## src/phist_pkg.sv

```systemverilog
// shared types and constants of the pc sample histogram
package phist_pkg;

	// controller states
	typedef enum logic [1:0] {
		ST_CLEAR,
		ST_IDLE,
		ST_EXEC
	} state_t;

	// input command codes
	typedef logic [1:0] cmd_t;
	localparam cmd_t CMD_SAMPLE  = 2'd0;
	localparam cmd_t CMD_READ    = 2'd1;
	localparam cmd_t CMD_RESTART = 2'd2;

	// configuration register indexes
	typedef logic [0:0] reg_idx_t;
	localparam reg_idx_t REG_WINDOW_LENGTH = 1'd0;
	localparam reg_idx_t REG_BIN_SHIFT     = 1'd1;

	localparam int unsigned CFG_DATA_W = 32;
	localparam logic [31:0] WINDOW_LENGTH_RST = 32'd600000;
	localparam logic [4:0]  BIN_SHIFT_RST     = 5'd6;

	// commands from controller to datapath
	typedef struct packed {
		logic clear_en;
		logic capture;
		logic exec;
	} ctrl_cmd_t;

	// status from datapath to controller
	typedef struct packed {
		logic clear_done;
	} dp_status_t;

endpackage

```

## src/phist_ctrl.sv

```systemverilog
// controller state machine of the pc sample histogram
module phist_ctrl
	import phist_pkg::*;
(
	input  logic       clk,
	input  logic       arst_n,
	input  logic       in_valid,
	output logic       in_stall,
	output logic       out_valid,
	input  logic       out_stall,
	input  dp_status_t status,
	output ctrl_cmd_t  cmd
);

	state_t state_q;
	state_t state_d;
	logic   out_valid_q;
	logic   out_free;

	// output register can take a new result
	assign out_free  = !out_valid_q || !out_stall;
	assign out_valid = out_valid_q;

	// state register
	always_ff @(posedge clk or negedge arst_n) begin
		if (!arst_n) begin
			state_q <= ST_CLEAR;
		end else begin
			state_q <= state_d;
		end
	end

	// next state and commands
	always_comb begin
		state_d      = state_q;
		cmd.clear_en = 1'b0;
		cmd.capture  = 1'b0;
		cmd.exec     = 1'b0;
		in_stall     = 1'b1;
		unique case (state_q)
			ST_CLEAR: begin
				cmd.clear_en = 1'b1;
				if (status.clear_done) begin
					state_d = ST_IDLE;
				end
			end
			ST_IDLE: begin
				in_stall = 1'b0;
				if (in_valid) begin
					cmd.capture = 1'b1;
					state_d     = ST_EXEC;
				end
			end
			ST_EXEC: begin
				if (out_free) begin
					cmd.exec = 1'b1;
					state_d  = ST_IDLE;
				end
			end
			default: begin
				state_d = ST_CLEAR;
			end
		endcase
	end

	// result valid flag
	always_ff @(posedge clk or negedge arst_n) begin
		if (!arst_n) begin
			out_valid_q <= 1'b0;
		end else if (cmd.exec) begin
			out_valid_q <= 1'b1;
		end else if (!out_stall) begin
			out_valid_q <= 1'b0;
		end
	end

	// an input transfer always leads to the update state
	a_accept_to_exec: assert property (@(posedge clk) disable iff (!arst_n)
		(in_valid && !in_stall) |=> (state_q == ST_EXEC))
		else $error("input transfer did not enter update state");

	// an update always leaves a result waiting
	a_exec_gives_result: assert property (@(posedge clk) disable iff (!arst_n)
		cmd.exec |=> out_valid_q)
		else $error("update did not present a result");

	// a held result keeps the next item waiting
	a_hold_while_full: assert property (@(posedge clk) disable iff (!arst_n)
		(state_q == ST_EXEC && out_valid_q && out_stall) |=> (state_q == ST_EXEC))
		else $error("item updated while result was still held");

endmodule

```

## config.mk

```make
export PLATFORM = sky130hd
export DESIGN_NAME = phist_ctrl
export DESIGN_NICKNAME = d
export VERILOG_FILES = /design/src/phist_pkg.sv /design/src/phist_ctrl.sv
export SDC_FILE = /design/constraint.sdc
export NUM_CORES = 1
export LEC_CHECK = 0
export ABC_AREA = 1
export ABC_CLOCK_PERIOD_IN_PS = 1600
export BUFFER_PORTS_ARGS = -buffer_cell sky130_fd_sc_hd__buf_2
export CORE_AREA = 2 2 39 41
export CTS_BUF_LIST = sky130_fd_sc_hd__clkbuf_4
export DETAILED_ROUTE_END_ITERATION = 10
export DIE_AREA = 0 0 41 43
export HOLD_SLACK_MARGIN = 0.1
export PLACE_DENSITY = 0.42
export RECOVER_POWER = 50
export SETUP_SLACK_MARGIN = 0.2
export SLEW_MARGIN = 30
export SYNTH_ARGS = -nofsm -noshare
export SYNTH_HDL_FRONTEND = slang
export SYNTH_SLANG_ARGS = --single-unit
```

## constraint.sdc

```tcl
create_clock -name clk -period 1.6 [get_ports clk]
set_input_delay 0.24 -clock clk [delete_from_list [all_inputs] [get_ports clk]]
set_output_delay 0.24 -clock clk [all_outputs]
set_load 0.005 [all_outputs]
```

==> results summary, run 1 <==
The arrival time at the worst endpoint is 1.04 ns. The tightest slew margin relative to the limit came out at 89.2%. The clock net in this run drives a total of 3 sinks. The remaining antenna violation count is 0. Buffers inserted to repair hold after CTS numbered 1.

Counting instances in the post-synthesis netlist gives the leading cell types as 3 x sky130_fd_sc_hd__dfrtp_1, 3 x sky130_fd_sc_hd__inv_1, 3 x sky130_fd_sc_hd__nand2_1, 3 x sky130_fd_sc_hd__nor2_1. The worst setup path is captured at an output port. In the routed design, unresolved DRC markers number 0. The clock reaches the later pin of the worst-skew pair after 0.23 ns. Based on the critical path, the design can be clocked at up to 783 MHz. The number of clock buffers added by TritonCTS is 3.

The final cell utilization of the core is 17.8%. The final number of hold-violating endpoints is 0. The met2 wire length is 190 microns. The tightest min-delay check is of the in2reg type.

The largest fanout of any net on the critical path came out at 4. The initial antenna violation count is 0. The number of buffer and inverter instances along the worst setup path came out at 2.

The effective utilization at floorplan is 10.5%. The net count of the finished layout is 38. The synthesized cell area is 145 sq um. The post-route netlist has 40.6% of its cells at a drive strength greater than 1.

The worst-case IR drop observed on VDD is 0.410 mV. The number of distinct library cells after synthesis is 10. The synthesized flop and latch total is 3. The clock transition time at the flip-flop clock pins of the worst setup and hold paths is 0.04 ns. The average footprint of a synthesized cell came out at 8.06 sq um. Yosys attributes the largest share of cell area to sky130_fd_sc_hd__dfrtp_1 52%, sky130_fd_sc_hd__inv_1 7.8%, sky130_fd_sc_hd__nand2_1 7.8%.

The final clock period utilization by the worst path came out at 79.9%. Setup repair after global routing left no endpoint under its margin. The final sum of negative setup slack is 0 ns. Counting every net in the synthesized netlist gives 23. The largest single stage delay on the critical path is 0.39 ns. In this run the post-CTS setup repair buffer count came out at 0. The area enclosed by the die boundary came out at 1760 sq um. Sequential elements use 51.7% of the synthesized area. The max-capacitance violation count is 0.

The mean number of vias per cell came out at 3.54. The number of setup violations in the final report came out at 0. The critical path start-end classification is reg2out. In this run the number of H-tree levels came out at 1. The setup clock skew after layout is 0.000931 ns. The number of buffers between clock root and the deepest sink is 2. The first global-routing pass estimated 600 microns of wire. The flow ran to the end, and the final reports show no timing, DRC or antenna violations.

The synthesized design devotes to its leading area cell type 51.7% of total area. Before CTS, the worst setup slack after placement is 0.575 ns. The number of antenna diodes came out at 0. The post-route minimum period is 1.28 ns.

The leakage power of the design is 0.133 nW. The routed wire length came out at 374 microns. During I/O placement, the number of pins put on the boundary was 10. In this run the tool buffered the top-level ports with 9 buffer cells. The number of global-route vias before repair is 166.

The final global-route overflow total is 0. The most used flip-flop cell after synthesis is sky130_fd_sc_hd__dfrtp_1. The buffer cell driving the clock tree root is sky130_fd_sc_hd__clkbuf_4.

Dividing total power by cell area gives a power density of 1820 nW/um^2. The number of gates resized after cts is 0. The top cell type by total area after synthesis is sky130_fd_sc_hd__dfrtp_1.

After detailed routing, the average wire length per cell comes to 7.79 microns. The largest net degree at the start of global routing came out at 5. The met1 routed wirelength after detailed routing is 160 microns. The number of rows in the core area came out at 14. Traced cell by cell, the critical path runs through inv_1, nand2_1, a21oi_1, buf_2. After detailed routing, the met3 layer carries 23 microns of wire.

The routability congestion estimate from global placement came out at 0.591. The critical path required time is 1.36 ns. The number of detailed-routing iterations run before antenna repair is 2. The number of slew-limit violations in the final report is 0.

The core box area came out at 1380 sq um. The count of vias placed by the detailed router came out at 170. The worst setup slack after layout came out at 0.322 ns. The fraction of synthesis flops using an asynchronous set or reset pin is 100%. The number of synthesis warnings came out at 0.

The cell with the largest stage delay on the worst path is sky130_fd_sc_hd__dfrtp_1. The placed wire-length estimate came out at 308 microns. TritonCTS built the clock tree. The register-to-register setup slack is 0.75 ns. The count of flip-flops with a built-in enable after synthesis came out at 0. The x dimension of the die came out at 41 microns. The measured slew at the worst slew-check pin is 0.163 ns. The cell count after synthesis came out at 18.

The relative area change from synthesis to final layout came out at 69.8%. The highest layer touched by signal routing is met3. Across every metal layer, demand over resource in global routing totals 5.74%. The number of DRC markers in iteration 0 is 7. The die span in y came out at 43 microns. On the critical path the largest part of the delay comes from flip-flops. STA classifies the critical path startpoint as a flop.
## layout make-up
type,count,area [sq um]
multi-input cells,12,56.3
clock buffers,4,30.0
flip-flops and latches,3,75.1
well taps,16,20.0
repair buffers,10,53.8
fillers,165,1140
inverters,3,11.3
## worst reg2reg max path, stage by stage (launching register included)
cell	delay, ns
sky130_fd_sc_hd__dfrtp_1	0.39
sky130_fd_sc_hd__inv_1	0.08
sky130_fd_sc_hd__nand2_1	0.09
sky130_fd_sc_hd__nor2_1	0.13
sky130_fd_sc_hd__a21oi_2	0.04
## through the flow
| stage | total power, mW | area, sq um | std cells | hold WS (ns) |
|---|---|---|---|---|
| 6_report | 0.448 | 246 | 48 | 0.283 |
| 5_1_grt | 0.501 | 246 | 48 | 0.307 |
| 4_1_cts | 0.469 | 250 | 48 | 0.280 |
| 3_5_place_dp | 0.311 | 210 | 43 | 0.0396 |
| 3_3_place_gp | 0.305 | 210 | 43 | 0.0407 |
| 2_1_floorplan | 0.231 | 145 | 18 | -0.0556 |
## metal layers
layer	vias to the layer above	track usage, %
met5	-	0
met2	5	6.88
met4	0	6.00
met1	79	5.52
met3	0	4.71
li1	86	-
## worst paths after layout
check,cells past startpoint,endpoint,startpoint
worst max register to register,4,state_q[0],state_q[0]
max in group asynchronous,2,state_q[1],arst_n
worst min-delay path,3,out_valid,out_stall
worst max-delay path,4,cmd[0],state_q[0]
worst min register to register,2,out_valid,out_valid
min in group asynchronous,2,out_valid,arst_n
## report_power, final
group	switching [mW]	internal, mW
Sequential	0.0287	0.110
Combinational	0.0850	0.0763
Clock	0.0378	0.110
Total	0.151	0.296
## state kept, by name, indices dropped and copies added, names as in the netlist
signal and cells:
state_q 2, out_valid 1
## placed cells by master (no fill, tap or decap)
cell | Yosys | layout
sky130_fd_sc_hd__nor2_1 | 3 | 3
sky130_fd_sc_hd__inv_1 | 3 | 3
sky130_fd_sc_hd__nand2_1 | 3 | 4
sky130_fd_sc_hd__dfrtp_1 | 3 | 3
sky130_fd_sc_hd__nand3_1 | 1 | 1
sky130_fd_sc_hd__o22ai_1 | 1 | 1
sky130_fd_sc_hd__clkbuf_1 | 0 | 1
sky130_fd_sc_hd__clkbuf_4 | 0 | 4
sky130_fd_sc_hd__buf_2 | 0 | 8
sky130_fd_sc_hd__a21oi_1 | 1 | 1
sky130_fd_sc_hd__a21oi_2 | 1 | 1
sky130_fd_sc_hd__dlygate4sd3_1 | 0 | 1
sky130_fd_sc_hd__o21ai_1 | 1 | 1
## kinds of logic (layout without fill, tap and decap cells)
kind of cell	Yosys count	count (layout)	share of synthesized area, %
buf+inv	3	17	7.76
simple gates	8	8	23.3
flops	3	3	51.7
compound gates	4	4	17.2
Note: power is estimated with default switching activity, not from simulation.
==> inputs of run 2 (changes only) <==
--- a/config.mk
+++ b/config.mk
@@ -6,7 +6,7 @@
 export NUM_CORES = 1
 export LEC_CHECK = 0
 export ABC_AREA = 1
-export ABC_CLOCK_PERIOD_IN_PS = 1600
+export ABC_CLOCK_PERIOD_IN_PS = 1100
 export BUFFER_PORTS_ARGS = -buffer_cell sky130_fd_sc_hd__buf_2
 export CORE_AREA = 2 2 39 41
 export CTS_BUF_LIST = sky130_fd_sc_hd__clkbuf_4
==> constraint.sdc (replaced) <==
create_clock -name clk -period 1.1 [get_ports clk]
set_input_delay 0.165 -clock clk [delete_from_list [all_inputs] [get_ports clk]]
set_output_delay 0.165 -clock clk [all_outputs]
set_load 0.005 [all_outputs]
==> run 2 against run 1 <==
Compared with the run above: the flow now finishes with violations (setup timing); clock skew rose by 0.0012 ns; die area did not move; non-clock buffer count rose by 3; sequential power rose by 51%; cell count rose by 6.3%; clock power rose by 46%; global-route usage rose by 1.2 points; critical path depth did not move; routed wire length rose by 8.0%; largest cell class is now buffers; largest power group unchanged; highest routed layer unchanged.
==> results summary, run 2 (same netlist as run 1, synthesis figures left out) <==
The tree is rooted in a sky130_fd_sc_hd__clkbuf_4. The number of setup violations in the final report is 3. The library cells used most frequently in the layout, excluding fill and tap cells, are 8 x sky130_fd_sc_hd__buf_2, 4 x sky130_fd_sc_hd__clkbuf_4, 3 x sky130_fd_sc_hd__dfrtp_1, 3 x sky130_fd_sc_hd__buf_4. The effective utilization at floorplan is 10.5%. The setup clock skew after layout came out at 0.00214 ns. Total power for the finished layout comes to 761 uW. The register ranked first by flip-flop count is state_q.

The kind of end point of the critical path is an output port. In this run the power density over the cells is 2710 nW/um^2. In this run the worst hold path is classified as in2reg. The total overflow left after global routing is 0. The area enclosed by the die boundary came out at 1760 sq um. The total routing resource utilization after global routing is 6.95%.

TritonCTS built the clock tree. The clock insertion delay at the later pin of the skew report is 0.23 ns. The die span in y is 43 microns.

The relative contribution of sequential cells to total power is 27.6%. The startpoint identified for the worst register-to-register timing path is state_q[1]. The final number of hold-violating endpoints came out at 0. In this run the remaining antenna-violating nets after routing total 0. For this design, the slowest cell found on the critical path is sky130_fd_sc_hd__dfrtp_1. The sink count of the clock tree is 3. The run finished, with violations left.

In this run the most critical hold path is launched from status. The delay of the slowest cell on the worst path came out at 0.40 ns. The number of buffers between clock root and the deepest sink came out at 2. The routed wire length came out at 404 microns. Among cell families on the critical path, the largest total delay comes from flip-flops.

Row generation in the floorplan step produced 14 rows. For the worst setup path, the data required time is 0.94 ns. The worst setup path is launched from a flop. The boundary pin count came out at 10. The floorplan step set the die width to 41 microns.

Entering global routing, the biggest net connects 5 pins. The routed layout has 178 vias. The number of DRC markers in iteration 0 is 0. The share of post-route cells with drive strength above 1 is 62.9%.

The initial antenna violation count is 0. The mean number of vias per cell came out at 3.49. The core box area came out at 1380 sq um. The final clock period utilization by the worst path came out at 105%. The clock network accounts for 28.4% of the total power.

For this design the total switching power over the nets is 263 uW. The number of slew-limit violations in the final report is 0. Setup repair after global routing could not meet its margin everywhere. Buffers placed on the I/O ports in this run total 9.

The worst setup slack after layout came out at -0.0579 ns. The number of global-route vias before repair is 184. Buffers inserted during clock tree synthesis total 3. The number of nets in the layout is 41. The register with the most flip-flops in the layout has 2 of them. In this run the tightest slew margin relative to its limit is 90.0%. The number of buffer and inverter instances along the worst setup path is 2. The wire length of the first global-routing pass came out at 710 microns. The number of standard cells in the final layout excluding fillers is 51. The post-placement setup slack is 0.139 ns. In the final layout, the multi-input gates occupy 67.6 sq um. The worst register-to-register path ends at state_q[0]. The critical path is of the reg2out type. The cell count after placement is 43.

The final routed wire length divided by cell count is 7.92 microns. The arrival time at the worst endpoint came out at 0.99 ns. Along the worst hold path, the cell count comes to 3. The maximum clock rate is 864 MHz. In the routed design, unresolved DRC markers number 0. The cell depth of the worst flop-to-flop path came out at 3. In this run the number of H-tree levels came out at 1. The sequential standard cell area came out at 75.1 sq um. The final reports fail on setup timing. After clock tree synthesis, the clock-pin slew on the worst setup and hold paths is 0.04 ns. Along the worst path, the maximum fanout reaches 4. VDD sags by at most 0.540 mV.

Relative to the synthesized area, the layout overhead comes to 93.1%. Net switching is 34.6% of the power. Counting the fill cells in the layout gives 167. For this run, the detailed router's first-pass iteration total came to 1.

The library cell used most frequently in the layout, excluding fill and tap cells, is sky130_fd_sc_hd__buf_2. The measured slew at the worst slew-check pin is 0.149 ns. The number of antenna diodes is 0. The routability congestion estimate from global placement is 0.632. The post-route minimum period is 1.16 ns. The hold path endpoint is state_q[0]. The internal power of the cells came out at 497 uW. The signal on the critical path passes through inv_2, nand2_2, a21oi_2, buf_2. Per report_power, the combinational group accounts for 44.0% of the total.

The max-capacitance violation count came out at 0. In this run the static leakage power is 0.147 nW. The register-to-register setup slack is 0.21 ns.
-- run 2: cell count changes in the layout (fill, tap and decap cells not counted), sizes merged --
cell | previous run | this run
buf | 8 | 11
-- run 2: tightest hold or removal path, stage by stage --
cell                      delay [ns]
sky130_fd_sc_hd__buf_2          0.08
sky130_fd_sc_hd__o21ai_1        0.06
sky130_fd_sc_hd__a21oi_2        0.11
-- run 2: metrics by stage --
| stage | area (sq um) | hold WS, ns | TNS (ns) | utilization [%] |
|---|---|---|---|---|
| 2_1_floorplan | 145 | -0.131 | 0 | - |
| 3_3_place_gp | 210 | -0.0356 | 0 | 15.2 |
| 3_5_place_dp | 210 | -0.0379 | 0 | 15.2 |
| 4_1_cts | 269 | 0.216 | -0.176 | 19.4 |
| 5_1_grt | 280 | 0.229 | -0.370 | 20.3 |
| 6_report | 280 | 0.227 | -0.114 | 20.3 |
-- run 2: per-layer routing --
layer  share of wire (%)  vias to the layer above  wire length, microns  track usage (%)
li1                    -                       92                     -                -
met1                  41                       81                   164             5.84
met2                  53                        5                   214             9.38
met3                 6.2                        0                    25             6.28
met4                   0                        0                     0             6.00
met5                   0                        -                     0                0
-- run 2: final cells by class --
cell class	instances	share of cell area, %
Timing Repair Buffer	13	27.2
Clock buffer	4	10.7
Sequential cell	3	26.8
Inverter	3	4.02
Multi-Input combinational cell	12	24.1
Tap cell	16	7.14
-- run 2: worst max-delay path by stage --
stage | from | cells after the start | slack, ns | endpoint
2_1_floorplan | state_q[0] | 3 | 0.28 | cmd[0]
3_3_place_gp | state_q[0] | 4 | 0.15 | cmd[0]
3_5_place_dp | state_q[0] | 4 | 0.14 | cmd[0]
4_1_cts | state_q[0] | 4 | -0.06 | cmd[0]
5_1_grt | state_q[0] | 4 | -0.12 | cmd[0]
6_report | state_q[0] | 4 | -0.06 | cmd[0]
-- run 2: timing repair --
item                                    in CTS  in global routing
hold buffers                                 1                  0
hold endpoints to repair                     3                  0
setup buffers                                2                  1
endpoints found under the setup margin       5                  7
resized for setup                            2                  3
-- run 2: power groups by stage --
stage	registers (mW)	clock network [mW]	logic [mW]
after floorplan	0.201	0	0.135
after global placement	0.206	0	0.242
after detailed placement	0.206	0	0.246
after CTS	0.203	0.231	0.306
after global routing	0.218	0.248	0.378
final	0.210	0.216	0.335
==> inputs of run 3 (changes only) <==
--- a/config.mk
+++ b/config.mk
@@ -5,7 +5,7 @@
 export SDC_FILE = /design/constraint.sdc
 export NUM_CORES = 1
 export LEC_CHECK = 0
-export ABC_AREA = 1
+export ABC_AREA = 0
 export ABC_CLOCK_PERIOD_IN_PS = 1100
 export BUFFER_PORTS_ARGS = -buffer_cell sky130_fd_sc_hd__buf_2
 export CORE_AREA = 2 2 39 41
==> run 3 against run 2 <==
Compared with the run above: the flow still finishes with violations (setup timing); combinational power shrank 12%; critical path depth down 1; total power is 2.4% lower; global-route usage down 0.21 points; sequential share of layout area increased by 0.94 points; area after synthesis is 0.86% lower; non-clock buffer count shrank 1; cell area down 1.8%; sequential cell count unchanged; highest routed layer unchanged.
==> results summary, run 3 <==
The routability congestion estimate from global placement came out at 0.604. In the post-synthesis netlist, the cell with the most instances is sky130_fd_sc_hd__dfrtp_1. The cell area power density is 2700 nW/um^2. The initial antenna violation count is 0. In this run, synthesis inferred 0 flip-flops with an integrated enable.

The final sum of negative setup slack is -0.313 ns. The post-placement setup slack came out at 0.0942 ns. The number of nets in the layout came out at 36.

The critical path required time came out at 0.94 ns. Yosys mapped the design onto 10 distinct sky130hd cell types. The core box area came out at 1380 sq um.

More flip-flops sit in one register than any other, and that register is state_q. In the routed design, unresolved DRC markers number 0. The count of vias placed by the detailed router came out at 166.

The area share of the leading cell type in the synthesized netlist came out at 52.2%. The largest voltage drop on the vdd net came out at 0.552 mV. Leaving out fill and tap cells, the most frequent cell in the layout is sky130_fd_sc_hd__buf_2. The worst setup slack after layout is -0.100 ns. The average footprint of a synthesized cell is 10.3 sq um. In this design, the stage delay of the slowest critical-path cell is 0.40 ns. sky130_fd_sc_hd__dfrtp_1 takes more of the synthesized area than any other cell. The largest fanout of any net on the critical path is 4. The cell sitting at the root of the clock tree is a sky130_fd_sc_hd__clkbuf_4. STA classifies the critical path startpoint as a flop.

The measured slew at the worst slew-check pin came out at 0.172 ns. The instance count of the mapped netlist is 14. The area growth from synthesis to layout is 91.3%.

In this run the number of H-tree levels came out at 1. The mean number of vias per cell is 3.61. Broken down by cell family, the worst path's largest delay share belongs to flip-flops.

Once layout is complete, the utilization of the core stands at 19.9%. For this design, the sink count on the clock tree is 3. The number of slew-limit violations in the final report was 0.

The remaining antenna violation count is 0. The wire length of the first global-routing pass came out at 731 microns. Setup repair after global routing could not meet its margin everywhere.

The final number of hold-violating endpoints came out at 0. The class of the most critical hold timing path is in2reg. The fraction of synthesis flops using an asynchronous set or reset pin is 100%. The largest net degree at the start of global routing is 7. The register with the most flip-flops in the layout has 2 of them. The routed wire length came out at 478 microns. TritonCTS built the clock tree. The number of setup violations in the final report came out at 4.

The commonest cells after synthesis are 3 x sky130_fd_sc_hd__dfrtp_1, 2 x sky130_fd_sc_hd__nand2_1, 2 x sky130_fd_sc_hd__nand2b_1. The post-synthesis sequential area ratio is 52.2%. Synthesis produced a netlist with a net count of 19. The final clock period utilization by the worst path is 109%. The number of buffer and inverter instances along the worst setup path came out at 1. Of the cells placed in the final design, the portion with a size suffix greater than 1 is 56.7%. The flow ran to the end, but the final reports show violations. The effective utilization at floorplan is 10.4%. The arrival time at the worst endpoint came out at 1.04 ns. The leakage power of the design came out at 0.144 nW. The tightest slew margin relative to the limit came out at 88.5%.

The worst setup path is captured at an output port. The top cell types in the final layout, fill and taps aside, are 8 x sky130_fd_sc_hd__buf_2, 4 x sky130_fd_sc_hd__clkbuf_4, 2 x sky130_fd_sc_hd__nand2_1, 2 x sky130_fd_sc_hd__dfrtp_1, 2 x sky130_fd_sc_hd__buf_4. The total of buffers placed on input and output ports came out at 9.

TritonCTS created 3 clock buffers. Based on the critical path, the design can be clocked at up to 833 MHz. The setup clock skew after layout came out at 0.00281 ns.

The number of DRC markers in iteration 0 came out at 0. The total routing resource utilization after global routing came out at 6.73%. The max-capacitance violation count is 0. The number of synthesis warnings came out at 0.

The post-route minimum period is 1.20 ns. Pin placement for this block handled 10 I/O pins. Clock-pin slew was measured on the worst setup and hold paths at 0.04 ns. The synthesized flop and latch total is 3.

The most used flip-flop cell after synthesis is sky130_fd_sc_hd__dfrtp_1. Walking the worst path, the cells encountered are nand2b_4, a21oi_2, buf_2. The number of detailed-routing iterations run before antenna repair is 1. The synthesized cell area came out at 144 sq um. The clock reaches the later pin of the worst-skew pair after 0.23 ns.

The final routed wire length divided by cell count came out at 10.4 microns. The area enclosed by the die boundary came out at 1760 sq um. Sorting the synthesized cells by area gives the leading types as sky130_fd_sc_hd__dfrtp_1 52%, sky130_fd_sc_hd__nand2b_1 8.7%, sky130_fd_sc_hd__o21ba_1 7.0%. The number of global-route vias before repair is 194.

The number of antenna diodes in the final layout is 0. Global routing finished with a remaining overflow of 0. The cell with the largest stage delay on the worst path is sky130_fd_sc_hd__dfrtp_1.

The x dimension of the die is 41 microns. The final reports fail on setup timing. The worst setup path is of the reg2out kind.

The number of rows in the core area came out at 14. The placed wire-length estimate came out at 302 microns. The die span in y is 43 microns.

The worst hold slack across all endpoints came out at 0.122 ns. The clock passes through at most 2 buffers.
[run 3: routing by layer]
metal  share of wire, %  track usage (%)  routed length (microns)
met1                 53             8.06                      251
met2                 37             7.50                      177
met3                 10             4.71                       49
met4                  0             6.00                        0
met5                  0                0                        0
[run 3: stage by stage]
stage	cells	total power, mW	cell area [sq um]
2_1_floorplan	14	0.326	144
3_3_place_gp	39	0.438	209
3_5_place_dp	39	0.437	209
4_1_cts	45	0.736	269
5_1_grt	46	0.810	275
6_report	46	0.742	275
[run 3: what timing repair did]
action / 4_1_cts / 5_1_grt
hold endpoints to repair: 3 / 0
setup buffers: 1 / 1
endpoints found under the setup margin: 5 / 7
resized for setup: 3 / 0
hold buffers: 1 / 0
[run 3: worst paths after layout]
| path | startpoint | end | slack, ns | depth (start not counted) |
|---|---|---|---|---|
| min in group asynchronous | arst_n | out_valid | 0.29 | 2 |
| max | state_q[0] | cmd[0] | -0.10 | 3 |
| max in group asynchronous | arst_n | state_q[1] | 0.64 | 2 |
| max reg2reg | state_q[0] | state_q[0] | 0.16 | 3 |
| min | in_valid | state_q[0] | 0.12 | 2 |
| min reg2reg | state_q[0] | state_q[1] | 0.51 | 1 |
[run 3: kinds of logic (layout without fill, tap and decap cells)]
group | count (synthesis) | count (layout) | synth area share [%]
simple gates | 7 | 7 | 26.1
flops | 3 | 3 | 52.2
compound gates | 4 | 4 | 21.7
buf+inv | 0 | 16 | 0
[run 3: area by class of cell]
cell class,instances,area (sq um)
clock buffer,4,30.0
timing repair buffer,12,68.8
sequential,3,76.3
tap,16,20.0
fill,164,1110
multi-input combinational,11,80.1
[run 3: report_power, final]
| group | switching (mW) | leakage [nW] | internal [mW] |
|---|---|---|---|
| Combinational | 0.112 | 0.0883 | 0.182 |
| Clock | 0.0579 | 0.0184 | 0.161 |
| Sequential | 0.0676 | 0.0368 | 0.162 |
[run 3: worst reg2reg max path, delay by kind of cell, from the launching register on]
kind	cells	cell delay (ns)
buf+inv	1	0.15
flops	1	0.40
compound gates	2	0.30
